**config.mk**
```make
export PLATFORM = sky130hd
export DESIGN_NAME = skhm_ctrl
export DESIGN_NICKNAME = d
export VERILOG_FILES = /design/src/hw/rtl/skhm_pkg.sv /design/src/hw/rtl/skhm_ctrl.sv
export SDC_FILE = /design/constraint.sdc
export NUM_CORES = 1
export LEC_CHECK = 0
export ABC_AREA = 1
export BUFFER_PORTS_ARGS = -buffer_cell sky130_fd_sc_hd__buf_2
export CORE_MARGIN = 4
export CORE_UTILIZATION = 40
export CTS_CLUSTER_SIZE = 30
export DETAILED_ROUTE_END_ITERATION = 8
export HOLD_SLACK_MARGIN = 0.08
export PLACE_DENSITY = 0.72
export SETUP_SLACK_MARGIN = 0.3
export SYNTH_ARGS = -nofsm -noshare
export SYNTH_HDL_FRONTEND = slang
export SYNTH_SLANG_ARGS = --single-unit
export TNS_END_PERCENT = 1
```
**constraint.sdc**
```tcl
create_clock -name i_clk -period 2 [get_ports i_clk]
set_clock_uncertainty 0.05 [all_clocks]
set_input_delay 0.1 -clock i_clk [delete_from_list [all_inputs] [get_ports i_clk]]
set_output_delay 0.1 -clock i_clk [all_outputs]
set_load 0.03 [all_outputs]
```
**src/hw/rtl/skhm_pkg.sv**
```systemverilog
`timescale 1ns / 1ps
package skhm_pkg;

    localparam int DEF_MAX_ROWS    = 64;
    localparam int DEF_MAX_COLS    = 8;
    localparam int DEF_MAX_ENTRIES = 1024;

    localparam int DW        = 16;
    localparam int PTR_W     = 11;
    localparam int CFG_IDX_W = 3;

    typedef enum logic [2:0] {
        OP_LD_PTR,
        OP_LD_VAL,
        OP_LD_X,
        OP_LD_Y,
        OP_START,
        OP_RD_Y
    } t_op;

    typedef enum logic [2:0] {
        CFG_ALPHA_RE,
        CFG_ALPHA_IM,
        CFG_BETA_RE,
        CFG_BETA_IM,
        CFG_ROW_CNT,
        CFG_COL_CNT
    } t_cfg;

    typedef enum logic [1:0] {
        M_SCALE,
        M_MVC,
        M_MVV
    } t_mode;

    typedef enum logic [2:0] {
        K_SCALE,
        K_VC,
        K_VV,
        K_MVC,
        K_MVV
    } t_kern;

    typedef enum logic [2:0] {
        A_ALRE,
        A_ALIM,
        A_BERE,
        A_BEIM,
        A_KRE,
        A_KIM
    } t_asel;

    typedef enum logic [2:0] {
        B_YRE,
        B_YIM,
        B_XRE,
        B_XIM,
        B_VRE,
        B_VIM
    } t_bsel;

    typedef struct packed {
        t_asel asel;
        t_bsel bsel;
        logic  neg;
        logic  first;
        logic  last;
        logic  part;
        logic  inity;
    } t_term;

    typedef struct packed {
        logic  row_clr;
        logic  row_inc;
        logic  col_clr;
        logic  col_inc;
        logic  ptr_hi;
        logic  ptr_lo_lat;
        logic  ptr_hi_lat;
        logic  ent_inc;
        logic  a_lat;
        logic  v_lat;
        logic  xy_lat;
        logic  kern_start;
        t_kern kern;
        logic  lat_vc;
        logic  lat_vv;
        logic  y_we;
        t_mode mode;
        logic  host_rd;
        logic  out_load;
        logic  out_kind;
    } t_cmd;

    typedef struct packed {
        logic row_end;
        logic col_end;
        logic ent_end;
        logic ent_skip;
        logic kern_busy;
        logic out_free;
    } t_stat;

    function automatic t_term mk_term(t_asel a, t_bsel b, logic neg, logic first,
                                      logic last, logic part, logic inity);
        t_term t;
        t.asel  = a;
        t.bsel  = b;
        t.neg   = neg;
        t.first = first;
        t.last  = last;
        t.part  = part;
        t.inity = inity;
        return t;
    endfunction

    function automatic logic [3:0] f_len(t_kern k);
        return (k == K_SCALE) ? 4'd8 : 4'd4;
    endfunction

    // Product terms of each kernel; the real part comes first, then the imaginary part.
    function automatic t_term f_term(t_kern k, logic [2:0] s);
        t_term t;
        t = mk_term(A_ALRE, B_XRE, 1'b0, 1'b0, 1'b0, 1'b0, 1'b0);
        unique case (k)
            K_SCALE: begin
                unique case (s)
                    3'd0: t = mk_term(A_BERE, B_YRE, 1'b0, 1'b1, 1'b0, 1'b0, 1'b0);
                    3'd1: t = mk_term(A_BEIM, B_YIM, 1'b1, 1'b0, 1'b0, 1'b0, 1'b0);
                    3'd2: t = mk_term(A_ALRE, B_XRE, 1'b0, 1'b0, 1'b0, 1'b0, 1'b0);
                    3'd3: t = mk_term(A_ALIM, B_XIM, 1'b1, 1'b0, 1'b1, 1'b0, 1'b0);
                    3'd4: t = mk_term(A_BERE, B_YIM, 1'b0, 1'b1, 1'b0, 1'b1, 1'b0);
                    3'd5: t = mk_term(A_BEIM, B_YRE, 1'b0, 1'b0, 1'b0, 1'b1, 1'b0);
                    3'd6: t = mk_term(A_ALRE, B_XIM, 1'b0, 1'b0, 1'b0, 1'b1, 1'b0);
                    default: t = mk_term(A_ALIM, B_XRE, 1'b0, 1'b0, 1'b1, 1'b1, 1'b0);
                endcase
            end
            K_VC: begin
                unique case (s[1:0])
                    2'd0: t = mk_term(A_ALRE, B_VRE, 1'b0, 1'b1, 1'b0, 1'b0, 1'b0);
                    2'd1: t = mk_term(A_ALIM, B_VIM, 1'b0, 1'b0, 1'b1, 1'b0, 1'b0);
                    2'd2: t = mk_term(A_ALRE, B_VIM, 1'b1, 1'b1, 1'b0, 1'b1, 1'b0);
                    default: t = mk_term(A_ALIM, B_VRE, 1'b0, 1'b0, 1'b1, 1'b1, 1'b0);
                endcase
            end
            K_VV: begin
                unique case (s[1:0])
                    2'd0: t = mk_term(A_ALRE, B_VRE, 1'b0, 1'b1, 1'b0, 1'b0, 1'b0);
                    2'd1: t = mk_term(A_ALIM, B_VIM, 1'b1, 1'b0, 1'b1, 1'b0, 1'b0);
                    2'd2: t = mk_term(A_ALRE, B_VIM, 1'b0, 1'b1, 1'b0, 1'b1, 1'b0);
                    default: t = mk_term(A_ALIM, B_VRE, 1'b0, 1'b0, 1'b1, 1'b1, 1'b0);
                endcase
            end
            default: begin
                unique case (s[1:0])
                    2'd0: t = mk_term(A_KRE, B_XRE, 1'b0, 1'b1, 1'b0, 1'b0, 1'b1);
                    2'd1: t = mk_term(A_KIM, B_XIM, 1'b1, 1'b0, 1'b1, 1'b0, 1'b0);
                    2'd2: t = mk_term(A_KRE, B_XIM, 1'b0, 1'b1, 1'b0, 1'b1, 1'b1);
                    default: t = mk_term(A_KIM, B_XRE, 1'b0, 1'b0, 1'b1, 1'b1, 1'b0);
                endcase
            end
        endcase
        return t;
    endfunction

endpackage

```
**src/hw/rtl/skhm_ctrl.sv**
```systemverilog
`timescale 1ns / 1ps
module skhm_ctrl import skhm_pkg::*; (
    input  logic       i_clk,
    input  logic       i_rst_n,
    input  logic       i_in_valid,
    input  logic [2:0] i_opcode,
    input  t_stat      i_stat,
    output logic       o_in_ready,
    output t_cmd       o_cmd
);
    typedef enum logic [4:0] {
        S_IDLE,
        S_RD_WAIT,
        S_RD_OUT,
        S_ROW_CHK,
        S_CL_RD,
        S_CL_LAT,
        S_CL_MUL,
        S_CL_WR,
        S_PTR_A,
        S_PTR_B,
        S_PTR_C,
        S_ENT_CHK,
        S_ENT_LAT,
        S_K_VC,
        S_K_VV,
        S_FIN
    } t_state;

    t_state r_state, n_state;
    t_mode  r_mode, n_mode;
    logic   w_acc;

    assign o_in_ready = (r_state == S_IDLE);
    assign w_acc      = i_in_valid && o_in_ready;

    always_comb begin
        o_cmd      = '0;
        o_cmd.mode = r_mode;
        o_cmd.kern = K_SCALE;
        n_state    = r_state;
        n_mode     = r_mode;
        unique case (r_state)
            S_IDLE: begin
                if (w_acc) begin
                    unique case (t_op'(i_opcode))
                        OP_START: begin
                            o_cmd.row_clr = 1'b1;
                            n_state = S_ROW_CHK;
                        end
                        OP_RD_Y: n_state = S_RD_WAIT;
                        default: n_state = S_IDLE;
                    endcase
                end
            end
            S_RD_WAIT: begin
                o_cmd.host_rd = 1'b1;
                n_state = S_RD_OUT;
            end
            S_RD_OUT: begin
                o_cmd.host_rd = 1'b1;
                if (i_stat.out_free) begin
                    o_cmd.out_load = 1'b1;
                    o_cmd.out_kind = 1'b1;
                    n_state = S_IDLE;
                end
            end
            S_ROW_CHK: begin
                if (i_stat.row_end) begin
                    n_state = S_FIN;
                end else begin
                    o_cmd.col_clr = 1'b1;
                    n_mode  = M_SCALE;
                    n_state = S_CL_RD;
                end
            end
            S_CL_RD: begin
                if (i_stat.col_end) begin
                    unique case (r_mode)
                        M_SCALE: n_state = S_PTR_A;
                        M_MVC: begin
                            o_cmd.col_clr = 1'b1;
                            n_mode  = M_MVV;
                            n_state = S_CL_RD;
                        end
                        default: begin
                            o_cmd.ent_inc = 1'b1;
                            n_state = S_ENT_CHK;
                        end
                    endcase
                end else begin
                    n_state = S_CL_LAT;
                end
            end
            S_CL_LAT: begin
                o_cmd.xy_lat     = 1'b1;
                o_cmd.kern_start = 1'b1;
                unique case (r_mode)
                    M_SCALE: o_cmd.kern = K_SCALE;
                    M_MVC:   o_cmd.kern = K_MVC;
                    default: o_cmd.kern = K_MVV;
                endcase
                n_state = S_CL_MUL;
            end
            S_CL_MUL: begin
                if (!i_stat.kern_busy) begin
                    n_state = S_CL_WR;
                end
            end
            S_CL_WR: begin
                o_cmd.y_we    = 1'b1;
                o_cmd.col_inc = 1'b1;
                n_state = S_CL_RD;
            end
            S_PTR_A: n_state = S_PTR_B;
            S_PTR_B: begin
                o_cmd.ptr_hi     = 1'b1;
                o_cmd.ptr_lo_lat = 1'b1;
                n_state = S_PTR_C;
            end
            S_PTR_C: begin
                o_cmd.ptr_hi_lat = 1'b1;
                n_state = S_ENT_CHK;
            end
            S_ENT_CHK: begin
                if (i_stat.ent_end) begin
                    o_cmd.row_inc = 1'b1;
                    n_state = S_ROW_CHK;
                end else if (i_stat.ent_skip) begin
                    o_cmd.ent_inc = 1'b1;
                end else begin
                    o_cmd.a_lat = 1'b1;
                    n_state = S_ENT_LAT;
                end
            end
            S_ENT_LAT: begin
                o_cmd.v_lat      = 1'b1;
                o_cmd.kern_start = 1'b1;
                o_cmd.kern       = K_VC;
                n_state = S_K_VC;
            end
            S_K_VC: begin
                if (!i_stat.kern_busy) begin
                    o_cmd.lat_vc     = 1'b1;
                    o_cmd.kern_start = 1'b1;
                    o_cmd.kern       = K_VV;
                    n_state = S_K_VV;
                end
            end
            S_K_VV: begin
                if (!i_stat.kern_busy) begin
                    o_cmd.lat_vv  = 1'b1;
                    o_cmd.col_clr = 1'b1;
                    n_mode  = M_MVC;
                    n_state = S_CL_RD;
                end
            end
            S_FIN: begin
                if (i_stat.out_free) begin
                    o_cmd.out_load = 1'b1;
                    n_state = S_IDLE;
                end
            end
            default: n_state = S_IDLE;
        endcase
    end

    always_ff @(posedge i_clk) begin
        if (!i_rst_n) begin
            r_state <= S_IDLE;
            r_mode  <= M_SCALE;
        end else begin
            r_state <= n_state;
            r_mode  <= n_mode;
        end
    end
endmodule

```
* Yosys cells after proc, flatten, opt, wreduce, memory -nomap -nowiden
Index checks and enable logic that the tools add are counted.
** Word-level totals
- Flip-flop bits (word level) :: 7
- Output and inout bits :: 24
- Word-level logic and storage cells :: 87
** Cells by class
- Equality and inequality tests :: 27
- Mux-type cells :: 49
- Reductions and logical operators :: 9
** Operator list (count)
- $pmux 5 s15 :: 1
- $eq 5x4->1 const B :: 8
- $mux 5 :: 8
- $mux 1 :: 23
- $eq 5x3->1 const B :: 4
- $mux 2 :: 7
- $pmux 4 s3 :: 1
- $eq 5x2->1 const B :: 2
- $ne 2x2->1 const B :: 5
- $mux 4 :: 2
- $pmux 4 s2 :: 1
- $eq 3x3->1 const B :: 2
- $ne 2x1->1 const B :: 3
- $pmux 2 s3 :: 1
- $pmux 3 s2 :: 1
- $reduce_and 6->1 :: 1
- $reduce_or 2->1 :: 3
- $eq 5x1->1 const B :: 1
- $logic_not 5->1 :: 1
- $reduce_and 5->1 :: 1
- $pmux 1 s2 :: 2
- $pmux 2 s2 :: 1
- $ne 3x3->1 const B :: 1
- $pmux 1 s3 :: 1
- other kinds (4) :: 4

* Logic depth before layout (Yosys ltp)
Gate-level depths: netlist (run 1).
- Depth after elaboration :: 5
- Mapped depth :: 9
- Depth with buffers taken out :: 9

* Worst setup path after synthesis (run 1)
Ideal clock, no wire load.
- Kind :: reg2out
- From :: reg r_state[2]
- To :: out o_cmd[10] (netlist bit)
- Arrival :: 1.698 ns
- Required time :: 1.850 ns
- Slack :: 0.152 ns
- Cell stages (with the launch flop) :: 7
- Buffers on the path :: 0
- Cells stage by stage :: dfxtp_1 > inv_1 > nor2_2 > inv_1 > nor2_1 > inv_1 > nor2_1
** RTL lines
- start: declaration :: RTL line skhm_ctrl.sv:30 : t_state r_state, n_state;
- start signal: assignment :: RTL line skhm_ctrl.sv:173 : r_state <= n_state;
- end: declaration :: RTL line skhm_ctrl.sv:9 : output t_cmd o_cmd

==> qor.txt, run 1 <==
FF-to-FF End = r_state[1]
Starting Density = 44.66%
Reg2Reg Launch Point = r_state[2]
unrepaired setup endpoints after global routing = true
endpoint class of the critical path = primary output
Gate power share = 29.5%
CP Capture Point = o_cmd[15]
routed len/inst = 10.82 um
via count = 1005
CTS tree = yes
cts hold-fix bufs = 0
Leakage = 0.6243 nW
Detail Placement HPWL = 1886 um
initial antenna violation count = 0
WP buf/inv = 2
1st-iter DRT viols = 41
I/O pin count = 36
clk_lat worst skew = 0.24 ns
vias in the first global route = 884
number of diodes = 0
share of post-route cells with drive strength above 1 = 29.19%
Hold Crit Class = in2reg
Flop pwr share = 38.3%
area growth from synthesis to layout = 36.91%
status = finished, final reports clean
Die Height = 50.19 um
Hold Fails Final Rpt = 0
Slew HR = 85.69%
Peak VDD IR = 0.3532 mV
CP required = 1.85 ns
total wire length = 2261 um
die area = 0.002519 sq mm
dpl cell area = 904.6 sq um
Tcrit/Tclk final = 80.48%
Largest stage delay, worst path = 0.36 ns
Clk pin slew, worst setup/hold paths = 0.04 ns
minimum clock period = 1.610 ns
Num CTS Buffers = 3
Die Wd = 50.19 um
total gr overflow = 0
sequential-to-total area share from yosys stat = 16.87%
Fin Setup TNS = 0 ns
Crit Path Max Fanout = 5
critical path class = reg2out
Mapped Nets = 160
Hold WS = 0.1206 ns
Syn Area/Cell = 4.810 sq um
crit path DAT = 1.46 ns
row cnt = 14
CTS H-tree lvls = 1
Sw Pwr = 111.9 uW
drt pass-1 iters = 4
Slew Limit Fails = 0
DRT antenna net count = 0
#FFs+latches synth = 6
crit path from = r_state[2]
Post-Syn Instances = 148
mapped cell area = 711.9 sq um
Switching Fraction = 33.42%
Root Buffer Master = clkbuf_4
Worst Tran Pin Value = 0.2141 ns
vias per cell = 4.809
largest net degree at the start of global routing = 9
worst reg-to-reg path cell count = 9
Fmax = 0.6213 GHz
Max-Cap Viols = 0
# nets final = 199
gpl congestion = 0.9957
r2r setup slk = 0.56 ns
Internal = 222.9 uW
Slowest cell on crit path = dfxtp_4
Synth cell types = 13
DRC viols = 0
Crit path max-delay family = simple AND/OR/NAND/NOR gates
design area = 974.7 sq um
Tot GR Track Use = 18.51%
Yosys warnings = 0
Max clock buf depth = 2
most used cell, CP = nand2_1
Clk pwr share = 32.1%
# port buffers = 35
Power per Cell Area = 343.5 mW/mm^2
CP Cell Sequence = inv_1, nand2_1, nor2_1, nand2_1, o21ai_0, buf_2
first-pass GRT wire length = 3788 um
crit start category = register
Final setup viols = 0
CORE AREA = 0.001594 sq mm
Levels on crit path = 6
clk sink count = 6
==> cells in the mapped netlist <==
cell	number	area (sq um)
nand2_1	52	195.2
nor2_2	3	18.77
inv_1	26	97.59
nand2_2	1	6.260
nand4_1	2	12.51
nor2_1	28	105.1
dfxtp_1	6	120.1
o21ai_0	2	10.01
nand3_1	14	70.07
a21oi_1	9	45.04
a31oi_1	1	6.260
nor3_1	2	10.01
buf_4	2	15.01
==> tightest hold or removal path, stage by stage <==
cell	delay (ns)
buf_2	0.07
inv_1	0.08
nor2_1	0.11
==> cell usage in the layout, fill, tap and decap left out <==
| cell | instances |
|---|---|
| a31oi_1 | 1 |
| dfxtp_4 | 1 |
| a21oi_1 | 9 |
| nor2_4 | 3 |
| o21ai_0 | 2 |
| nand3_1 | 14 |
| clkbuf_4 | 5 |
| nor2_1 | 23 |
| inv_2 | 1 |
| buf_4 | 1 |
| nand4_1 | 2 |
| inv_1 | 25 |
| dfxtp_2 | 3 |
| nand2_2 | 2 |
| nor2_2 | 5 |
| nand2_1 | 51 |
| dfxtp_1 | 2 |
| buf_2 | 33 |
| nor3_1 | 2 |
==> cell type report <==
type	instances	area [sq um]
Clock buffer	3	22.52
Fill cell	180	619.3
Inverter	26	97.59
Multi-Input combinational cell	114	509.2
Sequential cell	6	127.6
Tap cell	24	30.03
Timing Repair Buffer	36	187.7
==> routing by layer <==
| metal | track usage, % | wire length [um] | up-vias |
|---|---|---|---|
| li1 | - | - | 529 |
| met1 | 23.30 | 1004 | 445 |
| met2 | 33.26 | 1142 | 29 |
| met3 | 2.367 | 110 | 2 |
| met4 | 4.147 | 4 | 0 |
| met5 | 0 | 0 | - |
==> registers in the layout, indices dropped and copies added, names as in the netlist <==
name	cells
r_state	4
r_mode	2
==> what timing repair did <==
action                     CTS  global route
pin swaps                    0             1
gates cloned                 0             0
buffers inserted             0             1
gates resized for setup      1            15
setup endpoints to repair    3            13
==> stage by stage <==
| stage | power, mW | utilization, % | worst slack, ns | instances |
|---|---|---|---|---|
| final | 0.3348 | 61.15 | 0.3903 | 209 |
| after global routing | 0.3634 | 61.15 | 0.2926 | 209 |
| after detailed placement | 0.2247 | 56.75 | 0.5193 | 205 |
| after global placement | 0.2245 | 56.75 | 0.4399 | 205 |
| after CTS | 0.3386 | 58.32 | 0.2609 | 208 |
| after floorplan | 0.1927 | - | 0.3275 | 148 |
==> worst min-delay path by stage <==
| stage | from | endpoint | slack [ns] | cells past startpoint |
|---|---|---|---|---|
| after floorplan | i_rst_n | r_mode[0] | 0.23 | 2 |
| after global placement | i_rst_n | r_mode[0] | 0.36 | 3 |
| after detailed placement | i_rst_n | r_mode[0] | 0.37 | 3 |
| after CTS | i_rst_n | r_mode[0] | 0.12 | 3 |
| after global routing | i_rst_n | r_state[0] | 0.14 | 3 |
| final | i_rst_n | r_mode[0] | 0.12 | 3 |
==> logic make-up (layout without fill, tap and decap cells) <==
group           Yosys count  after routing  share of synthesized area [%]
simple gates            102            102                          58.70
buf+inv                  28             65                          15.82
flops                     6              6                          16.87
compound gates           12             12                          8.612
==> power groups by stage <==
stage	Sequential [mW]	Combinational, mW	Clock, mW
6_report	0.128	0.0989	0.108
5_1_grt	0.129	0.110	0.125
4_1_cts	0.127	0.0956	0.116
3_5_place_dp	0.129	0.0954	0
3_3_place_gp	0.129	0.0954	0
2_1_floorplan	0.128	0.0644	0
Note: power is estimated with default switching activity, not from simulation.
==> inputs of run 2 (changes only) <==
PLACE_DENSITY = 0.74   (was 0.72)
clock period = 1.38 ns   (was 2 ns; I/O delays follow)
==> run 2 against run 1 <==
Compared with the run above:
- the run now ends with negative setup slack left
- core utilization grew 29 points
- non-clock buffer count rose by 22
- sequential share of layout area down 3.6 points
- combinational power grew 130%
- via count grew 30%
- global-route usage is 6.9 points higher
- worst setup slack got worse by 0.52 ns
- final area increased by 47%
- flip-flop and latch count stayed put
- critical endpoint is now o_cmd[20]
==> qor.txt, run 2 (synthesis results as in run 1) <==
status = finished with violations
failing checks = negative setup slack
design area = 0.001430 sq mm
Fmax = 0.6635 GHz
drt pass-1 iters = 7
Die Wd = 50.19 um
critical path class = reg2out
CTS tree = yes
Peak VDD IR = 0.5317 mV
placed insts = 218
max FFs per register = 4
Root Buffer Master = clkbuf_4
Clk pin slew, worst setup/hold paths = 0.04 ns
endpoint class of the critical path = primary output
gpl congestion = 0.9958
clk_lat worst skew = 0.25 ns
I/O pin count = 36
1st-iter DRT viols = 97
CORE AREA = 0.001594 sq mm
crit path DAT = 1.39 ns
routed len/inst = 16.30 um
Largest stage delay, worst path = 0.45 ns
Leakage = 0.7852 nW
Tot GR Track Use = 25.45%
most frequent cells in the layout = 35 x nand2_1, 31 x buf_4, 18 x nor2_1, 15 x inv_1
share of post-route cells with drive strength above 1 = 57.00%
Hold Fails Final Rpt = 0
DRT antenna net count = 0
pre-CTS setup slack = -0.05825 ns
total wire length = 3765 um
Detail Placement HPWL = 2007 um
Die Height = 50.19 um
clk sink count = 6
first-pass GRT wire length = 4878 um
# port buffers = 35
via count = 1306
Slew Limit Fails = 0
area growth from synthesis to layout = 100.9%
final worst setup slack = -0.1271 ns
die area = 0.002519 sq mm
CTS H-tree lvls = 1
initial antenna violation count = 0
largest net degree at the start of global routing = 7
row cnt = 14
# nets final = 221
commonest non-fill, non-tap cell in the layout = nand2_1
Worst Tran Pin Value = 0.2541 ns
unrepaired setup endpoints after global routing = true
Num CTS Buffers = 3
crit start category = register
DRC viols = 0
minimum clock period = 1.507 ns
Hold Crit Class = in2reg
CP required = 1.26 ns
vias in the first global route = 1072
Max-Cap Viols = 0
number of diodes = 0
Power per Cell Area = 403.3 mW/mm^2
Regs by FF count = r_state x4, r_mode x2
Biggest register = r_state
Crit Path Max Fanout = 4
Fin Setup TNS = -1.267 ns
total gr overflow = 0
Max clock buf depth = 2
Slew HR = 83.04%
Final setup viols = 18
dpl cell area = 0.001082 sq mm
total power = 576.8 uW
Slowest cell on crit path = dfxtp_1
Tcrit/Tclk final = 109.2%
vias per cell = 5.654
CP Cell Sequence = nand2_1, inv_1, nand4_1, nand3_2, buf_6
Starting Density = 44.66%
fin cells = 231
run 2: changes by cell type in the layout (fill, tap and decap cells not counted), sizes merged:
cell    delta
buf       +24
clkbuf     -2
run 2: critical path, delay by kind of cell (launching register included):
family / cells / cell delay (ns)
flops: 1 / 0.45
simple gates: 3 / 0.44
buf+inv: 2 / 0.25
run 2: layer usage:
| layer | track usage [%] | part of all wire (%) | wire [um] |
|---|---|---|---|
| met1 | 28.42 | 35 | 1325 |
| met4 | 18.43 | 6.5 | 244 |
| met5 | 0 | 0 | 0 |
| met2 | 43.70 | 49 | 1863 |
| met3 | 3.846 | 8.8 | 331 |
run 2: cell type report:
| class | instances | area, sq um |
|---|---|---|
| Clock buffer | 3 | 22.52 |
| Fill cell | 75 | 163.9 |
| Inverter | 26 | 105.1 |
| Multi-Input combinational cell | 114 | 686.9 |
| Sequential cell | 6 | 136.4 |
| Tap cell | 24 | 30.03 |
| Timing Repair Buffer | 58 | 449.2 |
run 2: timing repair:
item | CTS | global route
endpoints found under the setup margin | 28 | 28
pin swaps | 21 | 6
setup buffers | 10 | 0
resized for setup | 67 | 21
hold buffers | 0 | 0
run 2: worst paths after layout:
kind	depth (start not counted)	endpoint	slack, ns	start
hold / removal	3	r_mode[0]	0.10	i_rst_n
setup / recovery	5	o_cmd[20]	-0.13	r_mode[0]
setup reg to reg	6	r_mode[0]	-0.09	r_mode[0]
hold reg to reg	2	r_mode[1]	0.48	r_mode[1]
run 2: report_power, final:
part	internal [mW]	switching (mW)
Clock	0.0983	0.0630
Combinational	0.0930	0.134
Sequential	0.173	0.0149
run 2: stage by stage:
stage / util (%) / hold slack, ns
finish: 89.72 / 0.1013
global route: 89.72 / 0.1228
CTS: 85.40 / 0.08123
detailed placement: 67.90 / 0.3267
global placement: 67.90 / 0.3099
floorplan: - / 0.1280
==> inputs of run 3 (changes only) <==
ABC_AREA = unset   (was 1)
CELL_PAD_IN_SITES_DETAIL_PLACEMENT = 0   (was unset)
CELL_PAD_IN_SITES_GLOBAL_PLACEMENT = 2   (was unset)
CORE_ASPECT_RATIO = 0.7   (was unset)
CORE_UTILIZATION = 20   (was 40)
PLACE_DENSITY = unset   (was 0.74)
PLACE_DENSITY_LB_ADDON = 0.1   (was unset)
==> run 3 against run 2 <==
Compared with the run above:
- the run still ends with negative setup slack left
- synthesized cell count decreased by 26%
- largest power group is now the clock network
- synthesized area increased by 3.3%
- global-route usage decreased by 12 points
- first-iteration DRC count decreased by 55%
- fmax decreased by 13%
- die area increased by 88%
- combinational power decreased by 15%
- final cell count decreased by 1.3%
- total power increased by 11%
- critical path depth unchanged
- register-to-register slack got worse by 0.18 ns
==> qor.txt, run 3 <==
status = finished with violations
failing checks = negative setup slack
number of diodes = 0
final worst setup slack = -0.3452 ns
CP Cell Sequence = buf_6, or4b_4, buf_6, a21oi_4, buf_6
Die Wd = 80.49 um
Sw Pwr = 182.2 uW
total gr overflow = 0
design area = 0.001563 sq mm
Fmax = 0.5796 GHz
Slew Limit Fails = 0
Max-Cap Viols = 0
# nets final = 192
clk sink count = 6
WHS Endpoint = r_mode[0]
Filler cells = 376
Worst Tran Pin Value = 0.3590 ns
Gate power share = 30.0%
Clk pin slew, worst setup/hold paths = 0.04 ns
critical path class = reg2out
Synth cell types = 42
largest cells by area after synthesis = dfxtp_1 16%, nand2_1 7.1%, nor3_1 6.1%
FF-to-FF End = r_state[0]
WP buf/inv = 3
Mapped Nets = 121
Hold WS = 0.08805 ns
area growth from synthesis to layout = 112.4%
Flop pwr share = 28.8%
CORE AREA = 0.003536 sq mm
placed insts = 221
Tot GR Track Use = 13.30%
DRC viols = 0
DRT antenna net count = 0
fin cells = 228
FFs w/ async S/R, synth = 0%
HP Start = i_rst_n
Crit Path Max Fanout = 4
clk_lat worst skew = 0.22 ns
crit path DAT = 1.61 ns
largest net degree at the start of global routing = 14
multi-input logic area = 709.4 sq um
top-count cell post-synth = nand2_1
Tcrit/Tclk final = 125.0%
Reg2Reg Launch Point = r_state[3]
dpl cell area = 0.001274 sq mm
most used cell, CP = buf_6
EDFF count, synth = 0
vias per cell = 4.632
Starting Density = 20.81%
initial antenna violation count = 0
total wire length = 3131 um
Power per Cell Area = 409.0 mW/mm^2
gpl congestion = 0.7700
Largest stage delay, worst path = 0.53 ns
Die Height = 58.75 um
Biggest register = r_state
1st-iter DRT viols = 44
Hold Crit Class = in2reg
first-pass GRT wire length = 4885 um
Regs by FF count = r_state x4, r_mode x2
vias in the first global route = 1044
sequential-to-total area share from yosys stat = 16.33%
largest area contributor in the netlist = dfxtp_1
unrepaired setup endpoints after global routing = true
share of the synthesized area in the top cell type = 16.33%
Clk pwr share = 41.1%
routed len/inst = 13.73 um
Root Buffer Master = clkbuf_8
Switching Fraction = 28.51%
# port buffers = 35
hold path cells = 2
commonest non-fill, non-tap cell in the layout = buf_4
row cnt = 18
minimum clock period = 1.725 ns
CP required = 1.26 ns
CTS H-tree lvls = 1
Hold Fails Final Rpt = 0
Detail Placement HPWL = 2491 um
Slew HR = 75.73%
endpoint class of the critical path = primary output
Post-Syn Instances = 109
max FFs per register = 4
share of post-route cells with drive strength above 1 = 65.73%
Internal = 456.9 uW
FF+latch area = 132.6 sq um
ys flop type = dfxtp_1
via count = 1056
Syn Area/Cell = 6.750 sq um
Post-synth top cells = 14 x nand2_1, 11 x nor2_1, 9 x nor3_1
Leakage = 0.6929 nW
I/O pin count = 36
worst reg-to-reg path cell count = 6
Crit path max-delay family = simple AND/OR/NAND/NOR gates
Final setup viols = 24
Yosys warnings = 0
#FFs+latches synth = 6
Max clock buf depth = 2
crit start category = register
drt pass-1 iters = 4
die area = 0.004728 sq mm
Num CTS Buffers = 3
Peak VDD IR = 0.4209 mV
Slowest cell on crit path = or4b_4
most frequent cells in the layout = 48 x buf_4, 14 x buf_2, 14 x buf_6, 11 x nand2_1
CTS tree = yes
mapped cell area = 735.7 sq um
r2r setup slk = -0.27 ns
==> run 3: layout make-up <==
cell class	count	share of cell area [%]
clock buffers	3	2.642
inverters	7	1.841
multi-input cells	86	45.40
flip-flops and latches	6	8.487
well taps	50	4.003
repair buffers	76	37.63
==> run 3: layer usage <==
| layer | GRT usage, % | part of all wire [%] | up-vias |
|---|---|---|---|
| met5 | 0 | 0 | - |
| met4 | 1.446 | 0.19 | 0 |
| met3 | 2.905 | 5.5 | 2 |
| met2 | 21.70 | 47 | 36 |
| met1 | 18.65 | 47 | 485 |
| li1 | - | - | 533 |
==> run 3: metrics by stage <==
stage	setup TNS [ns]	util [%]	setup slack (ns)	power, mW
2_1_floorplan	-1.804	-	-0.1942	0.2735
3_3_place_gp	-2.703	36.02	-0.3076	0.3476
3_5_place_dp	-2.860	36.02	-0.2799	0.3474
4_1_cts	-4.537	40.55	-0.3573	0.6260
5_1_grt	-6.194	44.20	-0.4131	0.6779
6_report	-4.337	44.20	-0.3452	0.6392
==> run 3: how the worst max path moves through the flow <==
stage	end	startpoint	slack, ns	cells past startpoint
final	o_cmd[1]	r_state[3]	-0.35	5
after global routing	o_cmd[15]	r_state[2]	-0.41	5
after global placement	r_state[0]	r_state[2]	-0.31	5
after detailed placement	r_state[0]	r_state[3]	-0.28	5
after CTS	o_cmd[1]	r_state[3]	-0.36	5
after floorplan	o_cmd[22]	r_state[0]	-0.19	5
==> run 3: cells by family (layout without fill, tap and decap cells) <==
kind of cell | Yosys count | in the layout | synth area share (%)
compound gates | 27 | 27 | 26.53
xor+xnor | 1 | 1 | 1.191
mux | 1 | 1 | 1.531
simple gates | 57 | 57 | 41.50
buf+inv | 17 | 86 | 12.93
flops | 6 | 6 | 16.33
==> run 3: repair_timing <==
item	4_1_cts	5_1_grt
hold buffers	0	0
setup buffers	1	3
gates resized for setup	43	26
pin swaps	8	9
cloned	0	0
setup endpoints to repair	28	28
==> run 3: power by group through the flow <==
stage	Clock [mW]	Sequential (mW)	Combinational (mW)
2_1_floorplan	0	0.182	0.0910
3_3_place_gp	0	0.190	0.158
3_5_place_dp	0	0.189	0.158
4_1_cts	0.272	0.185	0.169
5_1_grt	0.286	0.185	0.207
6_report	0.263	0.184	0.192
